## config.mk

```make
export PLATFORM = sky130hd
export DESIGN_NAME = supply_pressure_fault_supervisor
export DESIGN_NICKNAME = d
export VERILOG_FILES = /design/src/rtl/spfs_pkg.sv /design/src/rtl/supply_pressure_fault_supervisor.sv /design/src/rtl/spfs_cfg_regs.sv /design/src/rtl/spfs_step.sv
export SDC_FILE = /design/constraint.sdc
export NUM_CORES = 1
export LEC_CHECK = 0
export BUFFER_PORTS_ARGS = -buffer_cell sky130_fd_sc_hd__buf_2
export CORE_ASPECT_RATIO = 1.5
export CORE_UTILIZATION = 63
export DETAILED_ROUTE_END_ITERATION = 10
export GPL_TIMING_DRIVEN = 0
export PLACE_DENSITY = 0.84
export SYNTH_ARGS = -nofsm -noshare
export SYNTH_HDL_FRONTEND = slang
export SYNTH_SLANG_ARGS = --single-unit
```

## constraint.sdc

```tcl
create_clock -name aclk -period 12.76 [get_ports aclk]
set_input_delay 1.914 -clock aclk [delete_from_list [all_inputs] [get_ports aclk]]
set_output_delay 1.914 -clock aclk [all_outputs]
set_load 0.02 [all_outputs]
```

## src/rtl/spfs_pkg.sv

```systemverilog
`timescale 1ns / 1ps
// ---------------------------------------------------------------------------
// spfs_pkg
// Shared types and codes for the supply and pressure fault supervisor.
// ---------------------------------------------------------------------------
package spfs_pkg;

    // item kinds
    localparam logic [1:0] OP_TICK     = 2'd0;
    localparam logic [1:0] OP_STARTUP  = 2'd1;
    localparam logic [1:0] OP_SHUTDOWN = 2'd2;

    // modes
    localparam logic [1:0] MODE_STANDBY = 2'd0;
    localparam logic [1:0] MODE_RUN     = 2'd1;
    localparam logic [1:0] MODE_TRIPPED = 2'd2;

    // fault codes
    localparam logic [1:0] FC_NONE  = 2'd0;
    localparam logic [1:0] FC_LOWV  = 2'd1;
    localparam logic [1:0] FC_SENS  = 2'd2;
    localparam logic [1:0] FC_OVERP = 2'd3;

    // alarm beep counts per fault
    localparam logic [2:0] BEEPS_LOWV  = 3'd2;
    localparam logic [2:0] BEEPS_SENS  = 3'd3;
    localparam logic [2:0] BEEPS_OVERP = 3'd5;

    // register byte addresses
    localparam logic [4:0]  ADDR_VIN_TRIP    = 5'd0;
    localparam logic [4:0]  ADDR_VIN_RECOVER = 5'd4;
    localparam logic [4:0]  ADDR_VIN_HOLD    = 5'd8;
    localparam logic [4:0]  ADDR_MAX_PRESS   = 5'd12;
    localparam logic [4:0]  ADDR_ADV_TIMEOUT = 5'd16;

    // reset values
    localparam logic [15:0] RST_VIN_TRIP    = 16'd9800;
    localparam logic [15:0] RST_VIN_RECOVER = 16'd10300;
    localparam logic [15:0] RST_VIN_HOLD    = 16'd200;
    localparam logic [14:0] RST_MAX_PRESS   = 15'd3000;
    localparam logic [31:0] RST_ADV_TIMEOUT = 32'd30000;

    typedef struct packed {
        logic [15:0] vin_trip_mv;
        logic [15:0] vin_recover_mv;
        logic [15:0] vin_hold_ms;
        logic [14:0] max_mask_pressure;
        logic [31:0] adv_timeout_ms;
    } cfg_t;

    typedef struct packed {
        logic [1:0]         opcode;
        logic [31:0]        now_ms;
        logic [15:0]        vin_mv;
        logic               sensors_ok;
        logic signed [15:0] mask_pressure;
        logic               adv_active;
        logic [31:0]        adv_start_ms;
    } item_t;

    typedef struct packed {
        logic [1:0] mode;
        logic [1:0] fault_code;
        logic       fault_event;
        logic [2:0] beep_count;
        logic       motor_stop;
        logic       motor_restart;
        logic       therapy_step;
        logic       stop_advertising;
    } result_t;

endpackage

```

## src/rtl/supply_pressure_fault_supervisor.sv

```systemverilog
`timescale 1ns / 1ps
// ---------------------------------------------------------------------------
// supply_pressure_fault_supervisor
// Mode and fault supervisor for a blower: supply, sensor, overpressure and
// advertising-timeout checks with a registered single-pass datapath.
// ---------------------------------------------------------------------------
// Usage:
//   s_axis carries one word per item: tuser holds the opcode (tick, startup
//   or shutdown request), tdata the time stamp, supply voltage, sensor flag,
//   mask pressure and advertising state. m_axis returns one result word per
//   input word, in order: mode, fault code and the event flags.
//   The APB port writes and reads the five threshold/timeout registers;
//   write them only while no word is in flight.
// Timing:
//   a word sits in the input register, is evaluated against the
//   supervisor state by one pass of compare/subtract logic and lands in the
//   result register; one word per cycle sustained while m_tready is high.
// Reset:
//   aresetn (synchronous, low) empties both stages, sets mode standby, fault
//   none, clears the low-supply timer and loads register defaults.
// Stall:
//   while m_tready is low a finished word holds; the input register still
//   fills, after which s_tready drops until the result drains.
// ---------------------------------------------------------------------------
module supply_pressure_fault_supervisor (
    input  logic         aclk,
    input  logic         aresetn,
    // input words
    input  logic         s_tvalid,
    output logic         s_tready,
    // now_ms[31:0], vin_mv[47:32], sensors_ok[48], mask_pressure[64:49],
    // adv_active[65], adv_start_ms[97:66], zero fill[103:98]
    input  logic [103:0] s_tdata,
    // opcode[1:0]
    input  logic [1:0]   s_tuser,
    // result words
    output logic         m_tvalid,
    input  logic         m_tready,
    // mode[1:0], fault_code[3:2], fault_event[4], beep_count[7:5],
    // motor_stop[8], motor_restart[9], therapy_step[10],
    // stop_advertising[11], zero fill[15:12]
    output logic [15:0]  m_tdata,
    // configuration
    input  logic         psel,
    input  logic         penable,
    input  logic         pwrite,
    input  logic [4:0]   paddr,
    input  logic [31:0]  pwdata,
    output logic [31:0]  prdata,
    output logic         pready
);
    import spfs_pkg::*;

    cfg_t    cfg;
    item_t   item_reg;
    logic    in_valid_reg;
    result_t result, result_reg;
    logic    out_valid_reg;
    logic    out_free, advance, in_load;

    // pipeline control
    assign out_free = !out_valid_reg || m_tready;
    assign advance  = in_valid_reg && out_free;
    assign s_tready = !in_valid_reg || out_free;
    assign in_load  = s_tvalid && s_tready;

    spfs_cfg_regs u_cfg (
        .aclk    (aclk),
        .aresetn (aresetn),
        .psel    (psel),
        .penable (penable),
        .pwrite  (pwrite),
        .paddr   (paddr),
        .pwdata  (pwdata),
        .prdata  (prdata),
        .pready  (pready),
        .cfg     (cfg)
    );

    spfs_step u_step (
        .aclk    (aclk),
        .aresetn (aresetn),
        .step_en (advance),
        .cfg     (cfg),
        .item    (item_reg),
        .result  (result)
    );

    // input register
    always_ff @(posedge aclk) begin
        if (!aresetn) begin
            in_valid_reg <= 1'b0;
        end else if (s_tready) begin
            in_valid_reg <= s_tvalid;
        end
        if (in_load) begin
            item_reg.opcode        <= s_tuser;
            item_reg.now_ms        <= s_tdata[31:0];
            item_reg.vin_mv        <= s_tdata[47:32];
            item_reg.sensors_ok    <= s_tdata[48];
            item_reg.mask_pressure <= s_tdata[64:49];
            item_reg.adv_active    <= s_tdata[65];
            item_reg.adv_start_ms  <= s_tdata[97:66];
        end
    end

    // result register
    always_ff @(posedge aclk) begin
        if (!aresetn) begin
            out_valid_reg <= 1'b0;
        end else if (out_free) begin
            out_valid_reg <= in_valid_reg;
        end
        if (advance) begin
            result_reg <= result;
        end
    end

    assign m_tvalid = out_valid_reg;
    assign m_tdata  = {4'd0, result_reg.stop_advertising, result_reg.therapy_step,
                       result_reg.motor_restart, result_reg.motor_stop,
                       result_reg.beep_count, result_reg.fault_event,
                       result_reg.fault_code, result_reg.mode};

endmodule

```

## src/rtl/spfs_cfg_regs.sv

```systemverilog
`timescale 1ns / 1ps
// ---------------------------------------------------------------------------
// spfs_cfg_regs
// Register bank behind the configuration port: threshold and timeout values.
// ---------------------------------------------------------------------------
module spfs_cfg_regs (
    input  logic                 aclk,
    input  logic                 aresetn,
    input  logic                 psel,
    input  logic                 penable,
    input  logic                 pwrite,
    input  logic [4:0]           paddr,
    input  logic [31:0]          pwdata,
    output logic [31:0]          prdata,
    output logic                 pready,
    output spfs_pkg::cfg_t       cfg
);
    import spfs_pkg::*;

    cfg_t cfg_reg;
    logic wr_en;

    assign pready = 1'b1;
    assign wr_en  = psel & penable & pwrite & pready;
    assign cfg    = cfg_reg;

    // register writes
    always_ff @(posedge aclk) begin
        if (!aresetn) begin
            cfg_reg.vin_trip_mv       <= RST_VIN_TRIP;
            cfg_reg.vin_recover_mv    <= RST_VIN_RECOVER;
            cfg_reg.vin_hold_ms       <= RST_VIN_HOLD;
            cfg_reg.max_mask_pressure <= RST_MAX_PRESS;
            cfg_reg.adv_timeout_ms    <= RST_ADV_TIMEOUT;
        end else if (wr_en) begin
            unique case (paddr)
                ADDR_VIN_TRIP:    cfg_reg.vin_trip_mv       <= pwdata[15:0];
                ADDR_VIN_RECOVER: cfg_reg.vin_recover_mv    <= pwdata[15:0];
                ADDR_VIN_HOLD:    cfg_reg.vin_hold_ms       <= pwdata[15:0];
                ADDR_MAX_PRESS:   cfg_reg.max_mask_pressure <= pwdata[14:0];
                ADDR_ADV_TIMEOUT: cfg_reg.adv_timeout_ms    <= pwdata;
                default: ;
            endcase
        end
    end

    // read mux
    always_comb begin
        unique case (paddr)
            ADDR_VIN_TRIP:    prdata = {16'd0, cfg_reg.vin_trip_mv};
            ADDR_VIN_RECOVER: prdata = {16'd0, cfg_reg.vin_recover_mv};
            ADDR_VIN_HOLD:    prdata = {16'd0, cfg_reg.vin_hold_ms};
            ADDR_MAX_PRESS:   prdata = {17'd0, cfg_reg.max_mask_pressure};
            ADDR_ADV_TIMEOUT: prdata = cfg_reg.adv_timeout_ms;
            default:          prdata = 32'd0;
        endcase
    end

endmodule

```

## src/rtl/spfs_step.sv

```systemverilog
`timescale 1ns / 1ps
// ---------------------------------------------------------------------------
// spfs_step
// Supervisor state (mode, fault, low-supply timer) and the per-word decision
// logic; state advances on each word that moves into the result register.
// ---------------------------------------------------------------------------
module spfs_step (
    input  logic              aclk,
    input  logic              aresetn,
    input  logic              step_en,
    input  spfs_pkg::cfg_t    cfg,
    input  spfs_pkg::item_t   item,
    output spfs_pkg::result_t result
);
    import spfs_pkg::*;

    logic [1:0]  mode_reg, mode_next;
    logic [1:0]  fault_reg, fault_next;
    logic        low_valid_reg, low_valid_next;
    logic [31:0] low_start_reg, low_start_next;

    logic        ev_fault, ev_stop, ev_restart, therapy, stop_adv, done;
    logic [2:0]  ev_beeps;
    logic [31:0] low_elapsed, adv_elapsed;
    logic        over_press;

    // a timer started by this tick is not checked against the hold time on this tick
    assign low_elapsed = item.now_ms - low_start_reg;
    assign adv_elapsed = item.now_ms - item.adv_start_ms;
    assign over_press  = item.mask_pressure > $signed({1'b0, cfg.max_mask_pressure});

    // decision logic, in the order checks apply on a tick
    always_comb begin
        mode_next      = mode_reg;
        fault_next     = fault_reg;
        low_valid_next = low_valid_reg;
        low_start_next = low_start_reg;
        ev_fault       = 1'b0;
        ev_beeps       = 3'd0;
        ev_stop        = 1'b0;
        ev_restart     = 1'b0;
        therapy        = 1'b0;
        stop_adv       = 1'b0;
        done           = 1'b0;

        case (item.opcode)
            OP_TICK: begin
                // supply check and low-supply recovery
                if (mode_reg != MODE_TRIPPED) begin
                    if (item.vin_mv < cfg.vin_trip_mv) begin
                        if (!low_valid_reg) begin
                            low_valid_next = 1'b1;
                            low_start_next = item.now_ms;
                        end
                        if (low_valid_reg && low_elapsed > {16'd0, cfg.vin_hold_ms}) begin
                            fault_next = FC_LOWV;
                            ev_fault   = 1'b1;
                            ev_beeps   = BEEPS_LOWV;
                            mode_next  = MODE_TRIPPED;
                            ev_stop    = 1'b1;
                        end
                    end else begin
                        low_valid_next = 1'b0;
                    end
                end else if (fault_reg == FC_LOWV && item.vin_mv > cfg.vin_recover_mv) begin
                    mode_next = MODE_STANDBY;
                    ev_stop   = 1'b1;
                end
                // sensor health and overpressure
                if (!item.sensors_ok) begin
                    done = 1'b1;
                    if (!(fault_next == FC_SENS && mode_next == MODE_TRIPPED)) begin
                        fault_next = FC_SENS;
                        ev_fault   = 1'b1;
                        ev_beeps   = BEEPS_SENS;
                        if (mode_next != MODE_TRIPPED) begin
                            mode_next = MODE_TRIPPED;
                            ev_stop   = 1'b1;
                        end
                    end
                end else if (over_press) begin
                    done = 1'b1;
                    if (!(fault_next == FC_OVERP && mode_next == MODE_TRIPPED)) begin
                        fault_next = FC_OVERP;
                        ev_fault   = 1'b1;
                        ev_beeps   = BEEPS_OVERP;
                        if (mode_next != MODE_TRIPPED) begin
                            mode_next = MODE_TRIPPED;
                            ev_stop   = 1'b1;
                        end
                    end
                end
                // therapy step and advertising timeout
                if (!done) begin
                    therapy = 1'b1;
                    if (item.adv_active && adv_elapsed > cfg.adv_timeout_ms) begin
                        stop_adv = 1'b1;
                        if (mode_next != MODE_STANDBY) begin
                            mode_next = MODE_STANDBY;
                            ev_stop   = 1'b1;
                        end
                    end
                end
            end
            OP_STARTUP: begin
                ev_restart = 1'b1;
                mode_next  = MODE_RUN;
            end
            OP_SHUTDOWN: begin
                ev_stop   = 1'b1;
                mode_next = MODE_STANDBY;
            end
            default: ;
        endcase
    end

    // result word
    always_comb begin
        result.mode             = mode_next;
        result.fault_code       = fault_next;
        result.fault_event      = ev_fault;
        result.beep_count       = ev_beeps;
        result.motor_stop       = ev_stop;
        result.motor_restart    = ev_restart;
        result.therapy_step     = therapy;
        result.stop_advertising = stop_adv;
    end

    // supervisor state
    always_ff @(posedge aclk) begin
        if (!aresetn) begin
            mode_reg      <= MODE_STANDBY;
            fault_reg     <= FC_NONE;
            low_valid_reg <= 1'b0;
            low_start_reg <= 32'd0;
        end else if (step_en) begin
            mode_reg      <= mode_next;
            fault_reg     <= fault_next;
            low_valid_reg <= low_valid_next;
            low_start_reg <= low_start_next;
        end
    end

endmodule
```

==> qor.yml <==
cp_slowest_cell: "o41ai_1"
drtPass1Iterations: 6
drive_gt1_frac: 0.137
rsz0062_at_grt: "false"
regArea_um2: 6050
cts-buffers-inserted: 25
cp.arrival_ns: 6.53
grt_max_degree: 53
worst_ep_required_time_ns: 13.04
worst-path-max-fanout: 3
worst_pin_slew_ns: 1.30
outcome: "finished, final reports clean"
utilization: 0.738
first_iter_violations: 897
finalWorstSetupSlack_ns: 6.51
fmax_mhz: 160
hpwl_um: 31900
grt_usage: 0.332
antenna_found_initial: 5
power_density_nw_per_um2: 110
setup_viol: 0
period_share: 0.490
syn_inst: 1634
die-area_um2: 24500
hold_violations: 0
synth.area.top_cells: "edfxtp_1 22%, dfxtp_1 18%, ha_1 13%, nand2_1 6.1%, inv_1 4.2%"
hold_class: "reg2reg"
cts_tree: "yes"
finalMaxSlewViolations: 0
multiInputGateArea_um2: 8090
ir_drop_mv: 0.119
yosysWarnings: 0
cts.repair.resized: 0
grtUsageMet3: 0.0383
grt.busiest_layer: "met2"
finalWorstPathRequiredPeriod_ns: 6.25
cp-end-kind: "flip-flop"
coreArea_um2: 23200
cts_hold_buf: 0
synth_common_cells: "244 x nand2_1, 170 x inv_1, 156 x ha_1"
ys.flop_type: "dfxtp_1"
fin_hold_ws_ns: 0.482
met1_usage: 0.338
place.gp.congestion: 0.911
skew_ns: 0.0188
fin_nets: 2161
clockBufferDepth: 3
cpPeakStageDelay_ns: 0.55
grt_pass1_vias: 13100
finalWirelength_um: 40300
grt.met2_usage: 0.644
die_h_um: 191
start_util: 0.646
gr-total-overflow: 0
drc: 0
clk_latency_ns: 0.54
ys_types: 82
synth.avg_cell_area_um2: 9.19
max_cap_violations: 0
port_buffers: 188
max_slew_margin: 0.121
yosysTopAreaCellShare: 0.224
largest_reg_flops: 100
reg2reg_slack_ns: 6.51
yosys.area.top_type: "edfxtp_1"
cts_root_buf: "clkbuf_16"
ant_nets: 0
rows: 68
cts_setup_buffers: 0
yosysMostFrequentCell: "nand2_1"
fp.dieW_um: 128
via_count: 12900
routedWlPerCell_um: 18.4
finalSetupTns_ns: 0
htree_num_levels: 1
clk_pin_slew_worst_paths_ns: 0.07
via_per_inst: 5.88
fillers: 1776
grt_pass1_wl_um: 63100
start_kind: "flip-flop"
syn_to_final_growth_pct: 14.2
place_ws_ns: 6.69
num_io_pins: 201
synth_edf_count: 112
crit_type: "reg2reg"
cts.sinks: 246
netlist_area_um2: 15000
synthArstFlopShare: 0
synth-seq-cells: 246
ys_seq_area_frac: 0.403
total_leakage_power_nw: 7.25
-- worst paths after layout --
kind,from,to,depth (start not counted)
worst max-delay path,item_reg[66],m_tdata[8],25
worst min-delay path,u_cfg.cfg[73],u_cfg.cfg[73],2
worst max register to register,item_reg[66],m_tdata[8],25
worst min register to register,u_cfg.cfg[73],u_cfg.cfg[73],2
-- cell type report --
class,count,share of cell area
clock buffers,36,0.0407
clock inverters,9,0.00270
flip-flops and latches,246,0.353
inverters,170,0.0372
multi-input cells,1161,0.472
plain buffers,60,0.0149
well taps,315,0.0230
diodes,5,0.000730
repair buffers,189,0.0565
-- worst max-delay path: cells and delay by family (launching register included) --
| kind | cells | cell delay, ns |
|---|---|---|
| compound gates | 11 | 3.23 |
| simple gates | 8 | 1.14 |
| fa+ha+maj | 3 | 0.91 |
| flops | 1 | 0.36 |
| xor+xnor | 1 | 0.18 |
| buf+inv | 2 | 0.17 |
-- power breakdown --
part	switching [mW]	leakage [nW]	internal [mW]
clock	0.309	0.374	0.380
sequential	0.0153	2.17	0.851
combinational	0.194	4.71	0.139
total	0.519	7.25	1.37
-- cell usage in the layout (no fill, tap or decap), types with 10 or more instances in the layout --
cell type and count:
and2_1 29, nor2b_1 54, clkbuf_16 26, xor2_1 13, o21a_1 18, dfxtp_1 134, inv_1 170, xnor2_1 36
a22oi_1 15, nand2_1 244, a222oi_1 16, a21boi_0 72, a21o_1 40, a21oi_1 84, nand3_1 24, nand4_1 25
nand2b_1 13, clkbuf_1 58, edfxtp_1 112, buf_2 191, or3_1 10, nor3_1 18, ha_1 156, o21ai_0 47
nor2_1 51, mux2i_1 33, o211ai_1 40
-- metal layers --
metal  share of wire  vias up
met5               0        -
met1            0.36     6112
met3           0.046      129
li1                -     6225
met2            0.54      426
met4           0.056        0
-- kinds of logic (layout without fill, tap and decap cells) --
family                   count (synthesis)  count (layout)  share of synthesized area
AO/OA/AOI/OAI                          414             414                      0.194
XOR/XNOR                                49              49                     0.0286
adder cells (fa/ha/maj)                158             158                      0.133
buffers and inverters                  230             464                     0.0595
flip-flops                             246             246                      0.403
multiplexers                            34              34                     0.0227
other                                    2              10                   0.000500
AND/OR/NAND/NOR                        501             501                      0.159
-- through the flow --
| step | cell area (µm²) | instances | total power, mW |
|---|---|---|---|
| final | 17100 | 2191 | 1.89 |
| after global routing | 17100 | 2191 | 1.96 |
| after floorplan | 15000 | 1637 | 1.10 |
| after global placement | 16400 | 2140 | 1.20 |
| after detailed placement | 16400 | 2141 | 1.21 |
| after CTS | 17100 | 2186 | 1.89 |
(Power assumes the default switching activity.)
